## config.mk

```make
export PLATFORM = sky130hd
export DESIGN_NAME = byte_sequence_sorter
export DESIGN_NICKNAME = d
export VERILOG_FILES = /design/src/rtl/bsort_pkg.sv /design/src/rtl/bsort_cell.sv /design/src/rtl/byte_sequence_sorter.sv
export SDC_FILE = /design/constraint.sdc
export NUM_CORES = 2
export LEC_CHECK = 0
export BUFFER_PORTS_ARGS = -buffer_cell sky130_fd_sc_hd__buf_2
export CAP_MARGIN = 5
export CORE_MARGIN = 2
export CORE_UTILIZATION = 65
export CTS_CLUSTER_DIAMETER = 100
export CTS_CLUSTER_SIZE = 16
export DETAILED_ROUTE_END_ITERATION = 10
export PLACE_DENSITY = 0.85
export SETUP_SLACK_MARGIN = 0.4
export SKIP_LAST_GASP = 1
export SLEW_MARGIN = 40
export SYNTH_ARGS = -nofsm -noshare
export SYNTH_HDL_FRONTEND = slang
export SYNTH_SLANG_ARGS = --single-unit
```

## constraint.sdc

```tcl
create_clock -name clk -period 6.47 [get_ports clk]
set_input_delay 1.294 -clock clk [delete_from_list [all_inputs] [get_ports clk]]
set_output_delay 1.294 -clock clk [all_outputs]
set_load 0.01 [all_outputs]
```

## src/rtl/bsort_pkg.sv

```systemverilog
// shared types and constants for the byte sequence sorter
package bsort_pkg;

  localparam int unsigned BYTE_W = 8;

  typedef logic [BYTE_W-1:0] byte_t;

  // sorter phases
  typedef enum logic {
    ST_FILL,
    ST_DRAIN
  } state_t;

  // per-cycle command broadcast to every cell
  typedef struct packed {
    logic insert;
    logic shift;
  } cell_ctrl_t;

endpackage

```

## src/rtl/bsort_cell.sv

```systemverilog
// one slot of the sorted insertion chain
module bsort_cell (
  input  logic                clk,
  input  logic                rst_n,
  input  bsort_pkg::cell_ctrl_t ctrl,
  input  bsort_pkg::byte_t    ins_byte,
  input  logic                left_gt,
  input  bsort_pkg::byte_t    left_data,
  input  logic                left_valid,
  input  bsort_pkg::byte_t    right_data,
  input  logic                right_valid,
  output bsort_pkg::byte_t    data,
  output logic                valid,
  output logic                gt
);
  import bsort_pkg::*;

  byte_t data_r;
  byte_t data_nxt;
  logic  valid_r;
  logic  valid_nxt;

  // an empty slot counts as larger than any byte
  assign gt = !valid_r || (data_r > ins_byte);

  // insert: larger entries move up one slot; drain: entries move down one slot
  always_comb begin
    data_nxt  = data_r;
    valid_nxt = valid_r;
    if (ctrl.insert && gt) begin
      if (left_gt) begin
        data_nxt  = left_data;
        valid_nxt = left_valid;
      end else begin
        data_nxt  = ins_byte;
        valid_nxt = 1'b1;
      end
    end else if (ctrl.shift) begin
      data_nxt  = right_data;
      valid_nxt = right_valid;
    end
  end

  // occupancy flag
  always_ff @(posedge clk) begin
    if (!rst_n) begin
      valid_r <= 1'b0;
    end else begin
      valid_r <= valid_nxt;
    end
  end

  // stored byte
  always_ff @(posedge clk) begin
    data_r <= data_nxt;
  end

  assign data  = data_r;
  assign valid = valid_r;

endmodule

```

## src/rtl/byte_sequence_sorter.sv

```systemverilog
// top level: streaming byte sorter built from a chain of insertion cells
//
//  channel  handshake            payload
//  input    start & !busy        in_data_byte, in_is_last
//  result   out_valid (strobe)   out_sorted_byte, out_end_of_run, out_overflowed
//
// each input byte is placed in the chain in the cycle it is accepted, one per cycle
// while busy is low; a byte taken while the chain is full is dropped instead. after
// the transaction with in_is_last, the run drains one byte per cycle from cell 0.
// busy is high while draining; a new run starts the cycle after end_of_run.
// reset (synchronous, rst_n low) empties the chain; results cannot be stalled.
module byte_sequence_sorter #(
  parameter int unsigned MAX_LEN = 64
) (
  input  logic              clk,
  input  logic              rst_n,
  input  logic              start,
  output logic              busy,
  input  bsort_pkg::byte_t  in_data_byte,
  input  logic              in_is_last,
  output logic              out_valid,
  output bsort_pkg::byte_t  out_sorted_byte,
  output logic              out_end_of_run,
  output logic              out_overflowed
);
  import bsort_pkg::*;

  state_t     state_r;
  state_t     state_nxt;
  logic       overflow_r;
  logic       overflow_nxt;
  cell_ctrl_t ctrl;
  logic       accept;
  logic       full;

  byte_t cell_data  [MAX_LEN];
  logic  cell_valid [MAX_LEN];
  logic  cell_gt    [MAX_LEN];

  assign accept = start && (state_r == ST_FILL);
  assign full   = cell_valid[MAX_LEN-1];

  // next state
  always_comb begin
    state_nxt = state_r;
    case (state_r)
      ST_FILL:  if (accept && in_is_last) state_nxt = ST_DRAIN;
      ST_DRAIN: if (!cell_valid[1]) state_nxt = ST_FILL;
      default:  state_nxt = ST_FILL;
    endcase
  end

  // outputs and cell commands
  always_comb begin
    ctrl.insert    = 1'b0;
    ctrl.shift     = 1'b0;
    busy           = 1'b0;
    out_valid      = 1'b0;
    out_end_of_run = 1'b0;
    overflow_nxt   = overflow_r;
    case (state_r)
      ST_FILL: begin
        if (accept) begin
          if (full) begin
            overflow_nxt = 1'b1;
          end else begin
            ctrl.insert = 1'b1;
          end
        end
      end
      ST_DRAIN: begin
        busy           = 1'b1;
        out_valid      = cell_valid[0];
        out_end_of_run = !cell_valid[1];
        ctrl.shift     = 1'b1;
        if (!cell_valid[1]) overflow_nxt = 1'b0;
      end
      default: begin
        busy = 1'b1;
      end
    endcase
  end

  assign out_sorted_byte = cell_data[0];
  assign out_overflowed  = overflow_r;

  // control registers
  always_ff @(posedge clk) begin
    if (!rst_n) begin
      state_r    <= ST_FILL;
      overflow_r <= 1'b0;
    end else begin
      state_r    <= state_nxt;
      overflow_r <= overflow_nxt;
    end
  end

  // insertion chain
  for (genvar i = 0; i < MAX_LEN; i++) begin : g_cell
    logic  left_gt;
    byte_t left_data;
    logic  left_valid;
    byte_t right_data;
    logic  right_valid;

    if (i == 0) begin : g_first
      assign left_gt    = 1'b0;
      assign left_data  = '0;
      assign left_valid = 1'b0;
    end else begin : g_mid
      assign left_gt    = cell_gt[i-1];
      assign left_data  = cell_data[i-1];
      assign left_valid = cell_valid[i-1];
    end

    if (i == MAX_LEN - 1) begin : g_last
      assign right_data  = '0;
      assign right_valid = 1'b0;
    end else begin : g_inner
      assign right_data  = cell_data[i+1];
      assign right_valid = cell_valid[i+1];
    end

    bsort_cell u_cell (
      .clk         (clk),
      .rst_n       (rst_n),
      .ctrl        (ctrl),
      .ins_byte    (in_data_byte),
      .left_gt     (left_gt),
      .left_data   (left_data),
      .left_valid  (left_valid),
      .right_data  (right_data),
      .right_valid (right_valid),
      .data        (cell_data[i]),
      .valid       (cell_valid[i]),
      .gt          (cell_gt[i])
    );
  end

endmodule

```

Word-level counts from Yosys, hierarchy flattened
Index checks and enable logic that the tools add are counted.

Reductions and logical operators: 259. Equal/unequal tests: 3. Mux-type cells: 395. Order comparisons: 64. Bitwise logic cells: 1.

Operators by type and width (number): $mux 8 (191); $gt 8x8->1 (64); $mux 1 (202); $reduce_bool 2->1 (64); $logic_and 1x1->1 (66); $logic_not 1->1 (64); $logic_or 1x1->1 (64); $ne 2x2->1 const B (2); $pmux 1 s2 (2); $reduce_and 3->1 (1); $ne 2x1->1 const B (1); $not 1->1 (1).

Output and inout port bits: 12. Logic and storage cells: 852. Register bits after elaboration: 578. Input bits: 12.

Logic depth before layout (Yosys ltp)
Depth in word-level cells: 6. Mapped depth: 12. Depth with buffers taken out: 8.

Hierarchy
Synthesis repeated with hierarchy kept, for this count alone.

Cell total of the unflattened synthesis: 4749. Area, all modules: 48326.3 um^2.

Modules (own cells, without submodules): bsort_cell (cells each 74, sequential area each 260.2 um^2, times used 64, area an instance 753.2 um^2); byte_sequence_sorter (cells each 13, sequential area each 40.0 um^2, times used 1, area an instance 120.1 um^2).

Worst setup path after synthesis
Ideal clock, no wire load.

Kind: input port to flip-flop. Start: input in_data_byte[1]. End: register g_cell[0].u_cell.data_r[0], data pin. Cell stages on the path: 11. Data arrival time: 4.664 ns. Required time: 6.210 ns. Buffers on the path: 3. Path slack: 1.546 ns. Library setup time: 0.260 ns. Cell sequence: clkbuf_1 clkbuf_1 inv_1 ha_1 nor2b_1 o211ai_1 a21oi_1 o41ai_4 or2_1 buf_6 mux2_4.

Cells in the longest elaborated chain, start to end: 4.

Ends and longest elaborated chain: start: declaration (line byte_sequence_sorter.sv:19) `input bsort_pkg::byte_t in_data_byte,`; $gt 8x8->1 (line bsort_cell.sv:24) `assign gt = !valid_r || (data_r > ins_byte);`; $logic_or 1x1->1 (line bsort_cell.sv:24); $logic_and 1x1->1 (line bsort_cell.sv:30) `if (ctrl.insert && gt) begin`; $mux 8 (line bsort_cell.sv:30); via g_cell[0].u_cell.data_nxt[0] (line bsort_cell.sv:19) `byte_t data_nxt;`; end signal: assignment (line bsort_cell.sv:55) `data_r <= data_nxt;`; end: declaration (line bsort_cell.sv:18) `byte_t data_r;`.

The timed path passes the listed nets, and every way through them passes these cells. A chain may end at the register's enable or synchronous reset.

Worst setup path after layout
Start: input in_data_byte[6]. End: register g_cell[31].u_cell.data_r[6], enable pin.

Cells in the longest elaborated chain, start to end: 4.

Ends and longest elaborated chain (line): $gt 8x8->1 (bsort_cell.sv:24); $logic_or 1x1->1 (bsort_cell.sv:24); $logic_and 1x1->1 (bsort_cell.sv:30); $reduce_bool 2->1 (no line); end signal: assignment (bsort_cell.sv:55); end: declaration (bsort_cell.sv:18).

No other way between the ends.

==> impl_metrics.env <==
export IMPL_status="finished clean"
export IMPL_clkPwrFrac=0.234
export IMPL_crit_chain="buf_4, clkinv_2, buf_4, ha_1, nand4_1, nor3_1, nand2b_1, a31o_1, nand2_1"
export IMPL_skew_ns=0.0434
export IMPL_syn_inst=4068
export IMPL_drt_iter0_markers=3445
export IMPL_dr_wl_met2_um=51600
export IMPL_synth_main_ff_cell="edfxtp_1"
export IMPL_routabilityCongestion=0.866
export IMPL_tns_ns=0
export IMPL_synth_edf_count=512
export IMPL_clock_latency_ns=0.61
export IMPL_yosysMostFrequentCell="nand2_1"
export IMPL_cp_start_kind="input pin"
export IMPL_yosysTopAreaCell="edfxtp_1"
export IMPL_netlist_top_cells_count="nand2_1 (520), mux2i_1 (517), edfxtp_1 (512), ha_1 (504), o21ai_0 (306)"
export IMPL_critPathKind="input pin to flip-flop"
export IMPL_cts_buffer_depth=3
export IMPL_cts_root_buf="clkbuf_16"
export IMPL_fin_cells=4844
export IMPL_final_util=0.689
export IMPL_max_freq_ghz=0.221
export IMPL_combPwrFrac=0.273
export IMPL_worst_slack_ns=1.94
export IMPL_numCtsBuffers=42
export IMPL_finalCriticalPeriod_ns=4.53
export IMPL_maxSlewHeadroom=0.419
export IMPL_yosysWarnings=0
export IMPL_vias=33100
export IMPL_p_total_uw=11200
export IMPL_cts_resized=0
export IMPL_nNetsFinal=4482
export IMPL_holdBufCountCts=0
export IMPL_hp_class="flip-flop to flip-flop"
export IMPL_intPower_uw=7350
export IMPL_finalHoldViolations=0
export IMPL_powerDensity_nw_per_um2=257
export IMPL_grt_max_degree=67
export IMPL_p_leak_uw=0.0182
export IMPL_diodes=0
export IMPL_switching_share=0.344
export IMPL_post_route_period_util=0.699
export IMPL_tightest_slew_ns=0.871
export IMPL_coreArea_um2=63300
export IMPL_layout_drive_gt1_share=0.0550
export IMPL_synth_area_um2=41700
export IMPL_place_inst=4768
export IMPL_die_h_um=257
export IMPL_ys_seq_elements=578
export IMPL_ant_nets=0
export IMPL_grt_overflow_total=0
export IMPL_dp_hpwl_um=73600
export IMPL_critPathCaptureType="flip-flop"
export IMPL_grt_pass1_vias=32500
export IMPL_grt_pass1_wl_um=175000
export IMPL_max_cap_violations=0
export IMPL_die_width_um=257
export IMPL_finalSetupViolations=0
export IMPL_drc=0
export IMPL_drv_slew=0
export IMPL_fp_row_count=92
export IMPL_vias_per_cell=6.83
export IMPL_reg2reg_slack_ns=3.29
export IMPL_ys_types=56
export IMPL_track_usage=0.327
export IMPL_synth_top_area_frac=0.369
export IMPL_cp_arrival_ns=4.78
export IMPL_antenna_found_initial=0
export IMPL_initial_core_util=0.659
export IMPL_synth_net_count=4584
export IMPL_post_cts_buffers=0
export IMPL_critPathSlowestCell="clkinv_2"
export IMPL_route_met3_wl_um=10100
export IMPL_dp_slack_ns=1.50
export IMPL_htreeDepth=2
export IMPL_drtPass1Iterations=6
export IMPL_critPathMaxFanout=27
export IMPL_pwr_share_seq=0.493
export IMPL_ys_seq_area_frac=0.400
export IMPL_cp_required_ns=6.73
export IMPL_area_delta_synth_final_pct=4.63
export IMPL_ys_async_sr_fraction=0
export IMPL_dr_max_layer_used="met4"
export IMPL_clock_sinks=578
export IMPL_rsz0062_at_grt="no"
export IMPL_wirelength_met1_um=44400
export IMPL_tritoncts="built"
export IMPL_p_switching_uw=3850
export IMPL_crit_top_cell="buf_4"
export IMPL_clk_pin_slew_ns=0.07
export IMPL_pin_count=24
export IMPL_synth_area_leaders="edfxtp_1 (37%), ha_1 (15%), mux2i_1 (12%), nand2_1 (4.7%), o21ai_0 (3.7%)"
export IMPL_port_buffers=23
export IMPL_synth_area_per_cell_um2=10.3
export IMPL_wl_per_cell_um=22.8
export IMPL_design_die_area_um2=66200
export IMPL_ir_drop_uv=151
export IMPL_routed_wl_um=111000
export IMPL_slowest_delay_ns=0.69
## power by group through the flow
stage	Combinational [µW]	Sequential [µW]	Clock, µW
detailed placement	2970	5570	0
global route	3430	5560	2740
floorplan	2330	5270	0
global placement	2790	5550	0
finish	3060	5520	2620
CTS	3000	5490	2620
## sequential cells by signal, indices dropped and copies added, names as in the netlist
signal / flops
g_cell.u_cell.valid: 64
g_cell.u_cell.data: 512
state_r: 1
out_overflowed: 1
## cells in the final DEF, fill, tap and decap left out, types with 14 or more instances in the layout
cell type	instances
o311ai_4	16
mux2i_1	517
a211oi_1	27
inv_1	106
a21boi_0	21
nand2b_1	61
o21ai_0	297
ha_1	504
nor2b_1	100
nand3_1	28
nor2_1	165
nor3_1	41
o21ai_1	221
dfxtp_1	65
edfxtp_1	512
o211a_1	16
clkbuf_1	31
o21a_1	14
buf_2	15
clkbuf_16	43
a32oi_1	19
nand4_1	126
nand2_1	520
a31oi_2	21
a21oi_1	201
a31o_2	24
buf_4	39
o211ai_1	71
a21o_1	36
o31ai_4	16
## critical path, delay by kind of cell
kind | cells | cell delay [ns]
adders and majority gates | 1 | 0.37
AOI/OAI and AO/OA | 1 | 0.53
and+or+nand+nor | 4 | 1.02
buffers and inverters | 3 | 1.54
## cell type report
| cell class | count | area [µm²] |
|---|---|---|
| clock buffer | 74 | 1190 |
| clock inverter | 2 | 25.0 |
| fill | 4610 | 19700 |
| inverter | 114 | 459 |
| multi-input combinational | 3166 | 23700 |
| sequential | 578 | 16700 |
| tap | 846 | 1060 |
| timing repair buffer | 64 | 507 |
## per-layer routing
layer | track usage | vias to the layer above
met2 | 0.538 | 1760
li1 | - | 15100
met5 | 0 | -
met3 | 0.0444 | 348
met4 | 0.131 | 0
met1 | 0.436 | 15800
## path summary, 6_finish.rpt
kind                           start                   endpoint  cells after the start
max reg2reg                  state_r  g_cell[42].u_cell.data[0]                      6
min reg2reg  g_cell[18].u_cell.valid    g_cell[18].u_cell.valid                      2
min          g_cell[18].u_cell.valid    g_cell[18].u_cell.valid                      2
max                  in_data_byte[6]  g_cell[31].u_cell.data[6]                      9
## metrics by stage
stage	area (µm²)	hold WS, ns
4_1_cts	43600	0.486
5_1_grt	43600	0.500
6_report	43600	0.485
3_3_place_gp	42300	0.465
3_5_place_dp	42400	0.471
2_1_floorplan	41700	0.455
## cells by family after synthesis
| kind of cell | Yosys count | share of synthesized area |
|---|---|---|
| compound gates | 1082 | 0.173 |
| fa+ha+maj | 504 | 0.151 |
| buf+inv | 324 | 0.0344 |
| flops | 578 | 0.400 |
| mux | 518 | 0.124 |
| simple gates | 1062 | 0.116 |
Note: power is estimated with default switching activity, not from simulation.
